===== config.mk =====
export PLATFORM = sky130hd
export DESIGN_NAME = multi_room_hysteresis_thermostat
export DESIGN_NICKNAME = d
export VERILOG_FILES = /design/src/hw/rtl/mrht_pkg.sv /design/src/hw/rtl/multi_room_hysteresis_thermostat.sv /design/src/hw/rtl/mrht_timer.sv /design/src/hw/rtl/mrht_rooms.sv
export SDC_FILE = /design/constraint.sdc
export NUM_CORES = 1
export LEC_CHECK = 0
export BUFFER_PORTS_ARGS = -buffer_cell sky130_fd_sc_hd__buf_2
export CAP_MARGIN = 10
export CORE_ASPECT_RATIO = 2
export CORE_MARGIN = 5
export CORE_UTILIZATION = 64
export CTS_CLUSTER_SIZE = 24
export DETAILED_ROUTE_END_ITERATION = 12
export GPL_TIMING_DRIVEN = 0
export MAX_ROUTING_LAYER = met4
export PLACE_DENSITY = 0.85
export SLEW_MARGIN = 15
export SYNTH_ARGS = -nofsm -noshare
export SYNTH_HDL_FRONTEND = slang
export SYNTH_SLANG_ARGS = --single-unit

===== constraint.sdc =====
create_clock -name clk_i -period 5.5 [get_ports clk_i]
set_input_delay 0 -clock clk_i [delete_from_list [all_inputs] [get_ports clk_i]]
set_output_delay 0 -clock clk_i [all_outputs]
set_load 0.02 [all_outputs]

===== src/hw/rtl/mrht_pkg.sv =====
// Package for the multi-room hysteresis thermostat.
// Holds the item structs, configuration types, register indexes and constants.
// No dependencies.
package mrht_pkg;

  localparam int unsigned ROOMS     = 6;
  localparam int unsigned ROOM_W    = 3;
  localparam int unsigned TEMP_BITS = 12;
  localparam int unsigned MARGIN_W  = 9;
  localparam int unsigned CNT_W     = 9;
  localparam int unsigned CFG_IDX_W = 3;

  // tick counter wrap point
  localparam logic [CNT_W-1:0] INTERVAL = 9'd256;

  // sample window, exclusive at both ends (sixteenths of a degree)
  localparam logic signed [TEMP_BITS:0] LOW_LIMIT  = 13'sd0;
  localparam logic signed [TEMP_BITS:0] HIGH_LIMIT = 13'sd800;

  localparam logic signed [TEMP_BITS-1:0] TARGET_RESET = 12'sd320;
  localparam logic [MARGIN_W-1:0]         MARGIN_RESET = 9'd16;

  typedef logic signed [TEMP_BITS-1:0] temp_t;

  // item kinds
  typedef enum logic {
    KIND_TICK   = 1'b0,
    KIND_SAMPLE = 1'b1
  } kind_e;

  // configuration register indexes
  typedef enum logic [CFG_IDX_W-1:0] {
    CFG_TARGET_0 = 3'd0,
    CFG_TARGET_1 = 3'd1,
    CFG_TARGET_2 = 3'd2,
    CFG_TARGET_3 = 3'd3,
    CFG_TARGET_4 = 3'd4,
    CFG_TARGET_5 = 3'd5,
    CFG_MARGIN   = 3'd6,
    CFG_AUTO     = 3'd7
  } cfg_idx_e;

  typedef struct packed {
    logic                kind;
    logic [ROOM_W-1:0]   room;
    logic [TEMP_BITS-1:0] temperature;
  } in_item_t;

  typedef struct packed {
    logic [ROOMS-1:0] radiator_mask;
    logic             read_request;
    logic             sample_accepted;
  } out_item_t;

  typedef struct packed {
    temp_t [ROOMS-1:0]   target;
    logic [MARGIN_W-1:0] margin;
    logic                auto_enable;
  } cfg_t;

endpackage


===== src/hw/rtl/multi_room_hysteresis_thermostat.sv =====
// Top level of the six-room hysteresis thermostat.
// Depends on mrht_pkg, mrht_timer and mrht_rooms.
//
// Usage:
//   Input channel (in_valid_i / in_stall_o / in_data_i) carries one request
//   per item: a tick (kind 0) or a sensor sample (kind 1, room, temperature).
//   Output channel (out_valid_o / out_stall_i / out_data_o) returns exactly
//   one result per request: radiator mask after the update, read request
//   and sample-accepted flag.
//   A request is taken into an input register; it is evaluated against
//   the room state once the output register is free or being drained,
//   and its result lands in the output register.
//   Throughput: one request per cycle while the receiver does not stall,
//   set by the single evaluation pass of the six room comparators and the
//   two counters.
//   When the receiver stalls, the output register holds its result and the
//   input register holds the pending request; in_stall_o rises only when
//   both are full, so one further request is still taken.
//   Configuration: cfg_we_i writes register cfg_idx_i with cfg_data_i;
//   write only while no request is in flight.
//   Reset: targets 320, margin 16, automatic mode off, counters and stored
//   temperatures zero, all radiators off, both registers empty.
module multi_room_hysteresis_thermostat (
  input  logic                clk_i,
  input  logic                rst_ni,
  input  logic                in_valid_i,
  output logic                in_stall_o,
  input  mrht_pkg::in_item_t  in_data_i,
  output logic                out_valid_o,
  input  logic                out_stall_i,
  output mrht_pkg::out_item_t out_data_o,
  input  logic                cfg_we_i,
  input  logic [mrht_pkg::CFG_IDX_W-1:0] cfg_idx_i,
  input  logic [mrht_pkg::TEMP_BITS-1:0] cfg_data_i
);
  import mrht_pkg::*;

  cfg_t      cfg_q;
  logic      s1_valid_q;
  in_item_t  s1_data_q;
  logic      out_valid_q;
  out_item_t out_data_q;

  logic             advance;
  logic             accept;
  logic             tick;
  logic             req;
  logic             acc;
  logic [ROOMS-1:0] mask;

  // configuration registers
  always_ff @(posedge clk_i or negedge rst_ni) begin
    if (!rst_ni) begin
      for (int r = 0; r < ROOMS; r++) cfg_q.target[r] <= TARGET_RESET;
      cfg_q.margin      <= MARGIN_RESET;
      cfg_q.auto_enable <= 1'b0;
    end else if (cfg_we_i) begin
      case (cfg_idx_i) inside
        [CFG_TARGET_0:CFG_TARGET_5]: cfg_q.target[cfg_idx_i] <= cfg_data_i;
        CFG_MARGIN:                  cfg_q.margin <= cfg_data_i[MARGIN_W-1:0];
        CFG_AUTO:                    cfg_q.auto_enable <= cfg_data_i[0];
        default: ;
      endcase
    end
  end

  // handshake: evaluate when the output register is free or being drained
  always_comb begin
    advance    = s1_valid_q && (!out_valid_q || !out_stall_i);
    in_stall_o = s1_valid_q && !advance;
    accept     = in_valid_i && !in_stall_o;
    tick       = advance && (s1_data_q.kind == KIND_TICK);
  end

  mrht_timer u_timer (
    .clk_i  (clk_i),
    .rst_ni (rst_ni),
    .tick_i (tick),
    .req_o  (req)
  );

  mrht_rooms u_rooms (
    .clk_i      (clk_i),
    .rst_ni     (rst_ni),
    .upd_i      (advance),
    .item_i     (s1_data_q),
    .cfg_i      (cfg_q),
    .mask_o     (mask),
    .accepted_o (acc)
  );

  // input and result registers
  always_ff @(posedge clk_i or negedge rst_ni) begin
    if (!rst_ni) begin
      s1_valid_q  <= 1'b0;
      out_valid_q <= 1'b0;
    end else begin
      if (accept) begin
        s1_valid_q <= 1'b1;
      end else if (advance) begin
        s1_valid_q <= 1'b0;
      end
      if (advance) begin
        out_valid_q <= 1'b1;
      end else if (!out_stall_i) begin
        out_valid_q <= 1'b0;
      end
    end
  end

  always_ff @(posedge clk_i) begin
    if (accept) begin
      s1_data_q <= in_data_i;
    end
    if (advance) begin
      out_data_q.radiator_mask   <= mask;
      out_data_q.read_request    <= req;
      out_data_q.sample_accepted <= acc && (s1_data_q.kind == KIND_SAMPLE);
    end
  end

  assign out_valid_o = out_valid_q;
  assign out_data_o  = out_data_q;

  // a result never claims both a read request and a stored sample
  assert property (@(posedge clk_i) disable iff (!rst_ni)
    out_valid_o |-> !(out_data_o.read_request && out_data_o.sample_accepted))
    else $error("result has both read request and sample accepted");

  // a pending request with a stalled full output must back-pressure
  assert property (@(posedge clk_i) disable iff (!rst_ni)
    (s1_valid_q && out_valid_q && out_stall_i) |-> in_stall_o)
    else $error("input not stalled while both registers are held");

endmodule


===== src/hw/rtl/mrht_timer.sv =====
// Tick timer of the thermostat: two chained counters that raise a read request.
// Depends on mrht_pkg.
module mrht_timer (
  input  logic clk_i,
  input  logic rst_ni,
  input  logic tick_i,
  output logic req_o
);
  import mrht_pkg::*;

  logic [CNT_W-1:0] fast_q, fast_d;
  logic [CNT_W-1:0] slow_q, slow_d;

  // next counts; request when both wrap on the same tick
  always_comb begin
    fast_d = fast_q;
    slow_d = slow_q;
    req_o  = 1'b0;
    if (tick_i) begin
      if (fast_q >= INTERVAL) begin
        fast_d = '0;
        if (slow_q >= INTERVAL) begin
          slow_d = '0;
          req_o  = 1'b1;
        end else begin
          slow_d = slow_q + 1'b1;
        end
      end else begin
        fast_d = fast_q + 1'b1;
      end
    end
  end

  always_ff @(posedge clk_i or negedge rst_ni) begin
    if (!rst_ni) begin
      fast_q <= '0;
      slow_q <= '0;
    end else begin
      fast_q <= fast_d;
      slow_q <= slow_d;
    end
  end

  // a request only ever comes with both counters at their wrap point
  assert property (@(posedge clk_i) disable iff (!rst_ni)
    req_o |-> (fast_q == INTERVAL && slow_q == INTERVAL))
    else $error("read request without both counters wrapping");

  // slow counter only moves on a fast wrap
  assert property (@(posedge clk_i) disable iff (!rst_ni)
    (tick_i && fast_q < INTERVAL) |=> $stable(slow_q))
    else $error("slow counter moved without a fast wrap");

endmodule


===== src/hw/rtl/mrht_rooms.sv =====
// Per-room sample store and hysteresis comparators of the thermostat.
// Depends on mrht_pkg.
module mrht_rooms (
  input  logic               clk_i,
  input  logic               rst_ni,
  input  logic               upd_i,
  input  mrht_pkg::in_item_t item_i,
  input  mrht_pkg::cfg_t     cfg_i,
  output logic [mrht_pkg::ROOMS-1:0] mask_o,
  output logic               accepted_o
);
  import mrht_pkg::*;

  temp_t [ROOMS-1:0] temp_q, temp_d;
  logic  [ROOMS-1:0] rad_q, rad_d;

  logic signed [TEMP_BITS:0] sample_ext;
  logic                      in_window;
  logic                      is_sample;

  // window check on the incoming sample
  always_comb begin
    is_sample  = (item_i.kind == KIND_SAMPLE);
    sample_ext = {item_i.temperature[TEMP_BITS-1], item_i.temperature};
    in_window  = (sample_ext > LOW_LIMIT) && (sample_ext < HIGH_LIMIT);
    accepted_o = is_sample && in_window && (item_i.room < ROOM_W'(ROOMS));
  end

  // store, then compare each room against its target
  always_comb begin
    logic signed [TEMP_BITS+1:0] t_ext;
    logic signed [TEMP_BITS+1:0] tgt_ext;
    logic signed [TEMP_BITS+1:0] hi_ext;
    temp_d = temp_q;
    rad_d  = rad_q;
    t_ext   = '0;
    tgt_ext = '0;
    hi_ext  = '0;
    for (int r = 0; r < ROOMS; r++) begin
      if (accepted_o && item_i.room == ROOM_W'(r)) begin
        temp_d[r] = item_i.temperature;
      end
      t_ext   = {{2{temp_d[r][TEMP_BITS-1]}}, temp_d[r]};
      tgt_ext = {{2{cfg_i.target[r][TEMP_BITS-1]}}, cfg_i.target[r]};
      hi_ext  = tgt_ext + $signed({5'b0, cfg_i.margin});
      if (cfg_i.auto_enable) begin
        if (!rad_q[r]) begin
          if (t_ext <= tgt_ext) rad_d[r] = 1'b1;
        end else begin
          if (t_ext > hi_ext) rad_d[r] = 1'b0;
        end
      end
    end
    mask_o = rad_d;
  end

  always_ff @(posedge clk_i or negedge rst_ni) begin
    if (!rst_ni) begin
      temp_q <= '0;
      rad_q  <= '0;
    end else if (upd_i) begin
      temp_q <= temp_d;
      rad_q  <= rad_d;
    end
  end

  // radiators hold while automatic switching is off
  assert property (@(posedge clk_i) disable iff (!rst_ni)
    !cfg_i.auto_enable |=> $stable(rad_q))
    else $error("radiator changed with automatic mode off");

  // a tick never touches the stored temperatures
  assert property (@(posedge clk_i) disable iff (!rst_ni)
    (upd_i && item_i.kind == KIND_TICK) |=> $stable(temp_q))
    else $error("temperature store written on a tick");

endmodule


## Word-level counts from Yosys, hierarchy flattened

Index checks and enable logic that the tools add are counted.

| word-level totals | value |
|---|---|
| flip-flop bits (word level) | 204 |
| bits in latches | 0 |
| RAM bits | 0 |
| memory bits (read-only) | 0 |
| memories kept | 0 |

| operators by class | value |
|---|---|
| add/sub/neg operators | 8 |
| $mul | 0 |
| divide/modulo/power cells | 0 |
| $lt $le $gt $ge | 21 |
| eq/ne operators | 8 |
| shifts and indexed selects | 0 |
| multiplexer cells | 40 |
| bitwise logic cells | 3 |
| reductions and logical operators | 27 |

Operators with widths:

| operator | count |
|---|---|
| two-way mux 12 bit | 7 |
| adder 12 x 10 -> 13 bit | 6 |
| greater-than comparator 12 x 13 -> 1 bit | 6 |
| bitwise mux 72 bit | 1 |
| less-or-equal comparator 12 bit | 6 |
| demux 12 bit (select 3 bit) | 1 |
| two-way mux 1 bit | 29 |
| adder 9 x 1 -> 9 bit (second input constant) | 2 |
| greater-or-equal comparator 9 bit (second input constant) | 2 |
| two-way mux 9 bit | 2 |
| logical AND 1 bit | 16 |
| equality test 3 bit (second input constant) | 4 |
| greater-than comparator 12 x 1 -> 1 bit (second input constant) | 1 |
| less-than comparator 12 x 11 -> 1 bit (second input constant) | 1 |
| equality test 3 x 2 -> 1 bit (second input constant) | 2 |
| greater-or-equal comparator 3 x 1 -> 1 bit (second input constant) | 2 |
| zero test 1 bit | 4 |
| less-than comparator 3 x 4 -> 1 bit (second input constant) | 1 |
| AND reduction 2 bit | 2 |
| AND reduction 4 bit | 1 |
| equality test 3 x 1 -> 1 bit (second input constant) | 1 |
| less-or-equal comparator 3 bit (second input constant) | 1 |
| zero test 3 bit | 1 |
| less-than comparator 3 bit (second input constant) | 1 |
| other kinds (5) | 7 |

## Logic depth before layout (Yosys ltp)

Gate-level depths: netlist (run 1).

| logic depth | value |
|---|---|
| word-level depth | 10 |
| depth in mapped cells | 19 |
| mapped depth without buffers | 19 |

## Cells and area by module

Synthesis (run 1) repeated with hierarchy kept, for this count alone.

| second synthesis, totals | value |
|---|---|
| cell total of the unflattened synthesis | 1536 |
| area, all modules | 15541.2 µm² |

By module, submodules not included:

| module | instances | cells each | area an instance (µm²) | seq. area each (µm²) |
|---|---|---|---|---|
| mrht_rooms | 1 | 1223 | 10437.5 | 1951.9 |
| multi_room_hysteresis_thermostat | 1 | 214 | 4144.0 | 2839.0 |
| mrht_timer | 1 | 99 | 959.7 | 450.4 |

## Worst setup path before layout (run 1)

No wires, ideal clock.

| timing | value |
|---|---|
| path kind | reg2reg |
| start point | register s1_data_q[7] in the netlist's numbering |
| end point | register out_data_q, in the netlist out_data_o[2], data pin |
| setup time | 0.158 ns |
| arrival time | 4.212 ns |
| required time | 5.342 ns |
| path slack | 1.130 ns |
| cell stages (with the launch flop) | 15 |
| path through | edfxtp_1 o311ai_4 nand3_1 nor3_2 buf_2 mux2_2 ha_1 a21oi_1 nor2_1 a2111oi_0 a21oi_1 maj3_1 a211oi_1 mux2_2 a211oi_2 |

RTL lines:

| element | RTL line | RTL |
|---|---|---|
| start, declared | multi_room_hysteresis_thermostat.sv:40 | `in_item_t s1_data_q;` |
| start signal, assigned | multi_room_hysteresis_thermostat.sv:113 | `s1_data_q <= in_data_i;` |
| end, declared | multi_room_hysteresis_thermostat.sv:42 | `out_item_t out_data_q;` |

==> flow_summary_export.csv, run 1 <==
group,metric,value,unit
flow_run,max_cap_violations,0,
synthesis,yosysTopAreaCell,"dfrtp_1",
sta,maxSlewViolCount,0,
sta,tightest_slew,1020,ps
synthesis,syn_area,14900,um2
worst_setup_path,crit_path_end_kind,"flip-flop",
synthesis,ys_ff_latch,204,
global_routing,antenna_found_initial,0,
pwr,vdd_ir_drop_max,0.000345,V
layout,seqCellArea,5240,um2
global_routing,grt_pass1_wl,70300,um
sta,slew_headroom,32.3,%
worst_setup_path,worstPathArrival,5530,ps
floorplanning,die_h,226,um
floorplanning,placementRows,79,
pwr,powerDensity,424,nW/um2
placed_design,place_area,15500,um2
layout,drive_gt1_share,12.4,%
layout,final_area,16600,um2
synthesis,synth_most_common_cell,"nand2_1",
placed_design,dp_slack,173,ps
sta,fin_ws,307,ps
global_routing,grt_max_degree,92,
placed_design,io_buffers,44,
detailed_routing,via_per_inst,6.49,
detailed_routing,firstDrtPassIters,5,
detailed_routing,drt-total-wl,45800,um
detailed_routing,via_count,12900,
global_routing,grt_use_total,35.1,%
cts,numClockSinks,204,
cts,insertion_delay,530,ps
synthesis,avgSynthCellArea,9.42,um2
floorplanning,io_pins,46,
layout,nFillCells,1748,
global_routing,overflow,0,
global_routing,grt_pass1_vias,13000,
floorplanning,initial_utilization,64.4,%
sta,fmax,193,MHz
worst_setup_path,critPathMaxFanout,10,
cts,path_clk_slew,70,ps
min_path,min_path_type,"input port to asynchronous set/reset pin",
status,status,"finished clean",
detailed_routing,drc_errors,0,
synthesis,yosysSeqAreaShare,35.2,%
synthesis,synth_edf_count,24,
detailed_routing,ant_nets,0,
sta,setup_violations,0,
synthesis,synth.area.top_cells,"dfrtp_1, ha_1, mux2_2, nand2_1, edfxtp_1",
floorplanning,die_area,26600,um2
cts,cts_tree,"yes",
sta,whs,93.0,ps
layout,diodes,0,
cts,cts_root_buf,"clkbuf_16",
synthesis,syn_nets,1791,
sta,final.period_utilization,94.4,%
layout,syn2layout_area_growth,11.4,%
synthesis,synthesis.instances,1583,
worst_setup_path,critPathLaunchType,"flip-flop",
worst_setup_path,worstSetupPathType,"flip-flop to flip-flop",
placed_design,hpwl,33500,um
layout,finalNetCount,1894,
sta,setup_tns,0,ps
floorplanning,die_x,118,um
sta,rsz0062_at_grt,"false",
worst_setup_path,crit_required,5840,ps
synthesis,synth.top_cell.area_share,28.0,%
sta,hold_violations,0,
synthesis,synth_ff_type,"dfrtp_1",
detailed_routing,drt-wirelength-per-cell,23.1,um
pwr,leakage,0.00780,uW
cts,cts_max_level,1,
cts,clockBufferDepth,3,
sta,post-route-min-period,5190,ps
floorplanning,core_area,23100,um2
synthesis,synth_cell_types,80,
pwr,total_power,7050,uW
synthesis,async_flop_share,88.2,%
sta,fin_skew,21.8,ps
cts,postCtsSetupBuffers,0,
layout,multi_input_area,9080,um2
detailed_routing,drt_iter0_markers,1019,
placed_design,gp_congestion,1.03,
cts,cts_buffers,20,
synthesis,synth_commonest_cells,"nand2_1, dfrtp_1, ha_1",
synthesis,yosysWarnings,0,
-- final cells by class --
| type | count | share of cell area [%] |
|---|---|---|
| multi-input cells | 1225 | 54.7 |
| flip-flops and latches | 204 | 31.6 |
| repair buffers | 81 | 3.72 |
| clock buffers | 24 | 3.29 |
| inverters | 115 | 2.60 |
| well taps | 283 | 2.13 |
| clock inverters | 12 | 1.02 |
| plain buffers | 39 | 1.01 |
-- routing by layer --
layer / vias up / share of wire (%) / GRT usage (%)
met3: 293 / 6.9 / 5.64
met1: 6158 / 34 / 35.7
met4: 0 / 11 / 28.8
met5: - / 0 / -
li1: 5841 / - / -
met2: 581 / 49 / 58.9
-- sequential cells by signal, indices dropped and copies added, names as in the netlist --
name	cells
cfg_q	82
out_data_o	8
out_valid_o	1
s1_data_q	16
s1_valid_q	1
u_rooms.rad_q	6
u_rooms.temp_q	72
u_timer.fast_q	9
u_timer.slow_q	9
-- where the power goes --
group	switching [uW]	leakage [uW]	internal, uW
clock	648	0.000343	902
combinational	1870	0.00494	1440
sequential	338	0.00251	1860
total	2850	0.00780	4190
-- stage by stage --
stage	std cells	utilization [%]
floorplan	1583	-
global placement	1910	66.9
detailed placement	1911	67.1
CTS	1983	71.8
global route	1983	71.8
finish	1983	71.8
-- layout by cell type (no fill, tap or decap), types with 13 or more instances in the layout --
master	synthesis	final
a211oi_1	16	16
buf_2	4	48
or3_1	15	15
nor2b_1	28	28
dfstp_2	13	13
clkbuf_1	28	30
nand2b_1	17	17
nand3_1	32	31
nor2_1	71	71
xor2_1	29	29
maj3_1	15	15
dlygate4sd3_1	0	36
nand2_1	219	219
xnor2_1	66	66
nand4_1	17	17
a21oi_1	67	67
ha_1	166	166
o21a_1	14	14
and2_1	14	14
mux2i_1	22	22
dfrtp_1	167	167
nor3_1	22	22
inv_1	115	115
edfxtp_1	24	24
mux2_2	90	90
o21ai_0	106	106
a21o_1	25	25
clkbuf_16	0	21
-- timing repair --
item	4_1_cts	5_1_grt
setup endpoints to repair	0	1
hold buffers	36	0
endpoints found under the hold margin	177	0
resized for setup	0	2
-- worst max-delay path, stage by stage (launching register included) --
cell and delay, ps:
edfxtp_1 670, o311ai_4 490, nand3_2 280, nor3_4 420, buf_2 340, mux2_2 410
ha_1 340, a21oi_1 210, nor2_1 60, a2111oi_0 400, a21oi_1 130, maj3_1 370
a211oi_1 250, mux2_2 390, a211oi_2 250
-- worst paths after layout --
| kind | from | end | slack [ps] | cells after the start |
|---|---|---|---|---|
| min in group clk_i | in_data_i[2] | s1_data_q[2] | 190 | 2 |
| setup reg to reg | s1_data_q[7] | out_data_o[2] | 310 | 14 |
| max in group asynchronous | rst_ni | cfg_q[64] | 4450 | 3 |
| hold / removal | rst_ni | u_rooms.temp_q[35] | 90 | 2 |
| setup / recovery | s1_data_q[7] | out_data_o[2] | 310 | 14 |
| hold reg to reg | u_rooms.temp_q[52] | u_rooms.temp_q[52] | 470 | 2 |
-- cells by family after synthesis --
group	after synthesis	synth area share, %
adders and majority gates	189	15.9
and+or+nand+nor	488	15.7
DFF	204	35.2
xor gates and xnor gates	97	5.88
muxes	116	8.65
buffers and inverters	154	4.01
AOI/OAI and AO/OA	335	14.7
No activity file was read; power rests on OpenSTA's default activity.
==> run 2, diff against run 1 <==
RECOVER_POWER = 50   (was unset)
==> run 2 against run 1 <==
The flow now finishes with violations (capacitance limit, slew limit); largest power group unchanged; critical path depth unchanged; routed wire length about the same; critical path type unchanged; worst hold slack improved by 94 ps; via count about the same; cell area decreased by 0.11%; worst setup slack got worse by 5.9 ps; final cell count unchanged; first-iteration DRC count increased by 0.88%; combinational power about the same.
==> flow_summary_export.csv, run 2 (synthesis gave the netlist of run 1 again) <==
group,metric,value,unit
placed_design,gp_congestion,1.03,
sta,setup_tns,0,ps
sta,setup_violations,0,
cts,insertion_delay,530,ps
floorplanning,die_h,226,um
layout,nFillCells,1756,
floorplanning,placementRows,79,
status,status,"finished, violations left",
detailed_routing,via_per_inst,6.50,
pwr,vdd_ir_drop_max,0.000349,V
sta,post-route-min-period,5200,ps
worst_setup_path,worst_path_largest_cell_delay,680,ps
pwr,powerDensity,424,nW/um2
placed_design,io_buffers,44,
detailed_routing,drt-wirelength-per-cell,23.1,um
sta,hold_violations,0,
cts,cts_max_level,1,
cts,path_clk_slew,70,ps
worst_setup_path,critPathLaunchType,"flip-flop",
worst_setup_path,worstSetupPathType,"flip-flop to flip-flop",
cts,numClockSinks,204,
worst_setup_path,cpLargestDelayFamily,"compound AO/OA/AOI/OAI gates",
flow_run,max_cap_violations,1,
detailed_routing,dr_wl_met2,22500,um
sta,rsz0062_at_grt,"false",
layout,most-common-layout-cells,"nand2_1, dfrtp_1, ha_1",
floorplanning,initial_utilization,64.4,%
detailed_routing,via_count,12900,
floorplanning,die_x,118,um
detailed_routing,ant_nets,0,
floorplanning,core_area,23100,um2
worst_setup_path,reg2reg_slack,300,ps
detailed_routing,drc_errors,0,
sta,fin_skew,20.2,ps
min_path,min_path_type,"input port to flip-flop",
sta,fmax,192,MHz
cts,cts_tree,"yes",
worst_setup_path,crit_path_end_kind,"flip-flop",
global_routing,grt_pass1_vias,13000,
global_routing,grt_max_degree,92,
global_routing,antenna_found_initial,0,
cts,cts_buffers,20,
global_routing,grt_pass1_wl,70300,um
layout,fin_cells,1983,
global_routing,overflow,0,
placed_design,hpwl,33500,um
sta,maxSlewViolCount,90,
layout,seqCellArea,5240,um2
detailed_routing,firstDrtPassIters,6,
layout,drive_gt1_share,11.6,%
worst_setup_path,path_buf_inv,1,
placed_design,dp_slack,173,ps
layout,largestRegisters,"cfg_q (82), u_rooms.temp_q (72), s1_data_q (16)",
layout,syn2layout_area_growth,11.3,%
layout,finalNetCount,1894,
placed_design,dp.cells,1911,
layout,multi_input_area,9080,um2
worst_setup_path,cp_slowest_cell,"edfxtp_1",
floorplanning,io_pins,46,
detailed_routing,highest_layer,"met4",
cts,cts_root_buf,"clkbuf_16",
pwr,leakage,0.00777,uW
layout,diodes,0,
sta,fin_ws,301,ps
global_routing,grt_use_total,35.1,%
cts,clockBufferDepth,3,
sta,slew_headroom,-188,%
worst_setup_path,crit_required,5840,ps
layout,final_common_cell,"nand2_1",
status,violations,"capacitance limit, slew limit",
worst_setup_path,critPathMaxFanout,10,
cts,postCtsSetupBuffers,0,
worst_setup_path,worstPathCellList,"o311ai_4, nand3_2, nor3_4, buf_2, mux2_2, ha_1, a21oi_1, nor2_1, a2111oi_0, a21oi_1, maj3_1, a211oi_1, mux2_2, a211oi_2",
detailed_routing,wl_met1,15300,um
layout,largest_register_ff_count,82,
detailed_routing,drt-total-wl,45800,um
layout,regMostFlops,"cfg_q",
sta,final.period_utilization,94.5,%
floorplanning,die_area,26600,um2
detailed_routing,wl_met3,3300,um
worst_setup_path,worstPathArrival,5540,ps
detailed_routing,drt_iter0_markers,1028,
sta,tightest_slew,4310,ps
## run 2: repair_timing
| item | 4_1_cts | 5_1_grt |
|---|---|---|
| endpoints found under the hold margin | 177 | 0 |
| hold buffers | 36 | 0 |
| endpoints found under the setup margin | 0 | 1 |
| gates resized for setup | 0 | 2 |
## run 2: final timing paths
path / from / end / depth (start not counted)
max in group asynchronous: rst_ni / cfg_q[79] / 2
hold reg to reg: u_rooms.temp_q[15] / u_rooms.temp_q[15] / 2
hold / removal: in_data_i[2] / s1_data_q[2] / 2
setup reg to reg: s1_data_q[7] / out_data_o[2] / 14
setup / recovery: s1_data_q[7] / out_data_o[2] / 14
min in group asynchronous: rst_ni / u_rooms.temp_q[35] / 2
## run 2: worst reg2reg max path: stages, from the launching register on
cell and delay (ps):
edfxtp_1 680, o311ai_4 500, nand3_2 290, nor3_4 420, buf_2 340, mux2_2 410, ha_1 340, a21oi_1 210
nor2_1 60, a2111oi_0 400, a21oi_1 130, maj3_1 370, a211oi_1 250, mux2_2 390, a211oi_2 250
## run 2: through the flow
stage               hold WS, ps  util, %  instance area (um2)  total power [uW]
global route                200     71.7                16600              7500
finish                      187     71.7                16600              7040
detailed placement         76.7     67.1                15500              5410
floorplan                  -296        -                14900              4540
CTS                         129     71.8                16600              6990
global placement            177     66.9                15500              5250
## run 2: where the power goes
group | total, uW | internal, uW | switching [uW]
Combinational | 3300 | 1430 | 1870
Sequential | 2190 | 1860 | 336
Clock | 1550 | 902 | 645
Total | 7040 | 4190 | 2850
## run 2: area by class of cell
type                    instances  share of cell area (%)
clock inverters                12                    1.03
well taps                     283                    2.13
inverters                     115                    2.60
clock buffers                  24                    3.30
repair buffers                 81                    3.62
plain buffers                  39                    1.01
multi-input cells            1225                    54.7
flip-flops and latches        204                    31.6
## run 2: routing by layer
| metal | up-vias | global-route usage [%] |
|---|---|---|
| li1 | 5843 | - |
| met5 | - | - |
| met3 | 284 | 5.64 |
| met1 | 6180 | 35.7 |
| met2 | 574 | 58.9 |
| met4 | 0 | 28.8 |
==> run 3, diff against run 2 <==
--- a/config.mk
+++ b/config.mk
@@ -10,3 +10,3 @@
 export CORE_ASPECT_RATIO = 2
-export CORE_MARGIN = 5
+export CORE_MARGIN = 2
 export CORE_UTILIZATION = 64
@@ -18,3 +18,2 @@
 export RECOVER_POWER = 50
-export SLEW_MARGIN = 15
 export SYNTH_ARGS = -nofsm -noshare
==> constraint.sdc (replaced) <==
create_clock -name clk_i -period 5.5 [get_ports clk_i]
set_input_delay 0.275 -clock clk_i [delete_from_list [all_inputs] [get_ports clk_i]]
set_output_delay 0.275 -clock clk_i [all_outputs]
set_load 0.02 [all_outputs]
==> run 3 against run 2 <==
The flow still finishes with violations (capacitance limit, slew limit); count of clock-buffer cells in the layout is the same; first-iteration DRC count is 4.7% higher; clock skew grew 16 ps; largest cell class unchanged; sequential share of layout area increased by 0.44 points.
==> flow_summary_export.csv, run 3 (synthesis gave the netlist of run 1 again) <==
group,metric,value,unit
global_routing,antenna_found_initial,0,
cts,cts_buffers,20,
sta,slew_headroom,-90.6,%
layout,final_common_cell,"nand2_1",
worst_setup_path,crit_required,5850,ps
worst_setup_path,critPathLaunchType,"flip-flop",
global_routing,grt_pass1_wl,68600,um
global_routing,grt_pass1_vias,13200,
detailed_routing,via_per_inst,6.51,
detailed_routing,drt-wirelength-per-cell,22.4,um
detailed_routing,ant_nets,0,
worst_setup_path,crit_path_end_kind,"flip-flop",
layout,diodes,0,
placed_design,gp_congestion,0.991,
cts,cts_resized,0,
sta,rsz0062_at_grt,"false",
status,violations,"capacitance limit, slew limit",
floorplanning,die_x,112,um
cts,path_clk_slew,70,ps
layout,fin_cells,1966,
detailed_routing,firstDrtPassIters,5,
cts,cts_max_level,1,
layout,most-common-layout-cells,"nand2_1, dfrtp_1, ha_1",
worst_setup_path,worstPathArrival,5610,ps
pwr,vdd_ir_drop_max,0.000365,V
cts,postCtsSetupBuffers,0,
detailed_routing,drc_errors,0,
cts,clockBufferDepth,3,
layout,final_core_util,71.0,%
sta,setup_violations,0,
pwr,leakage,0.00767,uW
cts,cts_tree,"yes",
layout,largestRegisters,"cfg_q (82), u_rooms.temp_q (72), s1_data_q (16)",
cts,cts_root_buf,"clkbuf_16",
global_routing,grt_max_degree,115,
detailed_routing,drt-total-wl,44100,um
sta,maxSlewViolCount,183,
cts,insertion_delay,540,ps
sta,final.period_utilization,95.6,%
layout,final_area,16400,um2
sta,setup_tns,0,ps
placed_design,dp.cells,1911,
placed_design,io_buffers,44,
floorplanning,die_h,220,um
floorplanning,die_area,24600,um2
flow_run,max_cap_violations,2,
worst_setup_path,critPathMaxFanout,10,
floorplanning,core_area,23000,um2
sta,tightest_slew,2860,ps
detailed_routing,via_count,12800,
layout,regMostFlops,"cfg_q",
placed_design,hpwl,31600,um
floorplanning,io_pins,46,
sta,hold_violations,0,
layout,finalNetCount,1877,
sta,fmax,190,MHz
min_path,min_path_type,"input port to flip-flop",
worst_setup_path,worstSetupPathType,"flip-flop to flip-flop",
pwr,total_power,7010,uW
status,status,"finished, violations left",
global_routing,grt_use_total,36.9,%
floorplanning,placementRows,79,
layout,syn2layout_area_growth,9.77,%
floorplanning,initial_utilization,64.7,%
global_routing,overflow,0,
sta,fin_skew,36.7,ps
placed_design,place_area,15500,um2
cts,numClockSinks,204,
layout,largest_register_ff_count,82,
layout,drive_gt1_share,11.6,%
detailed_routing,drt_iter0_markers,1076,
pwr,powerDensity,428,nW/um2
sta,post-route-min-period,5260,ps
run 3: final timing paths:
check                                         from  cells after the start            endpoint  slack, ps
worst max-delay path                  s1_data_q[7]                     14       out_data_o[2]        240
worst min-delay path                 cfg_data_i[1]                      3           cfg_q[23]        150
worst max register to register        s1_data_q[7]                     14       out_data_o[2]        240
worst min register to register  u_rooms.temp_q[64]                      2  u_rooms.temp_q[64]        470
max in group asynchronous                   rst_ni                      3   u_timer.slow_q[1]       1440
min in group asynchronous                   rst_ni                      2           cfg_q[79]       1160
run 3: critical path, stage by stage, from the launching register on:
cell       delay (ps)
edfxtp_1          630
o311ai_4          480
nand3_1           360
nor3_2            420
buf_2             330
mux2_2            410
ha_1              330
a21oi_1           200
nor2_1             60
a2111oi_0         410
a21oi_1           150
maj3_1            370
a211oi_1          290
mux2_2            410
a211oi_2          210
run 3: stage by stage:
stage	hold WS, ps	worst slack [ps]
after CTS	134	415
after floorplan	-20.6	1130
final	151	244
after global placement	452	538
after detailed placement	412	416
after global routing	161	17.1
run 3: cell type report:
class / count / area, um2
clock inverter: 12 / 179
buffer: 39 / 166
multi-input combinational: 1225 / 9070
clock buffer: 24 / 526
inverter: 115 / 432
tap: 283 / 354
sequential: 204 / 5240
timing repair buffer: 64 / 398
fill: 1668 / 6670
run 3: timing repair:
action / in CTS / in global routing
endpoints found under the hold margin: 120 / 0
hold buffers: 19 / 0
endpoints found under the setup margin: 0 / 0
run 3: power breakdown:
part | internal (uW) | switching [uW]
Combinational | 1430 | 1860
Clock | 877 | 639
Sequential | 1860 | 346
run 3: layer usage:
layer | part of all wire (%) | GRT usage [%] | routed length (um)
met3 | 7.8 | 5.09 | 3440
met2 | 46 | 58.2 | 20400
met4 | 9.4 | 28.5 | 4130
met1 | 36 | 42.3 | 16100
met5 | 0 | - | 0
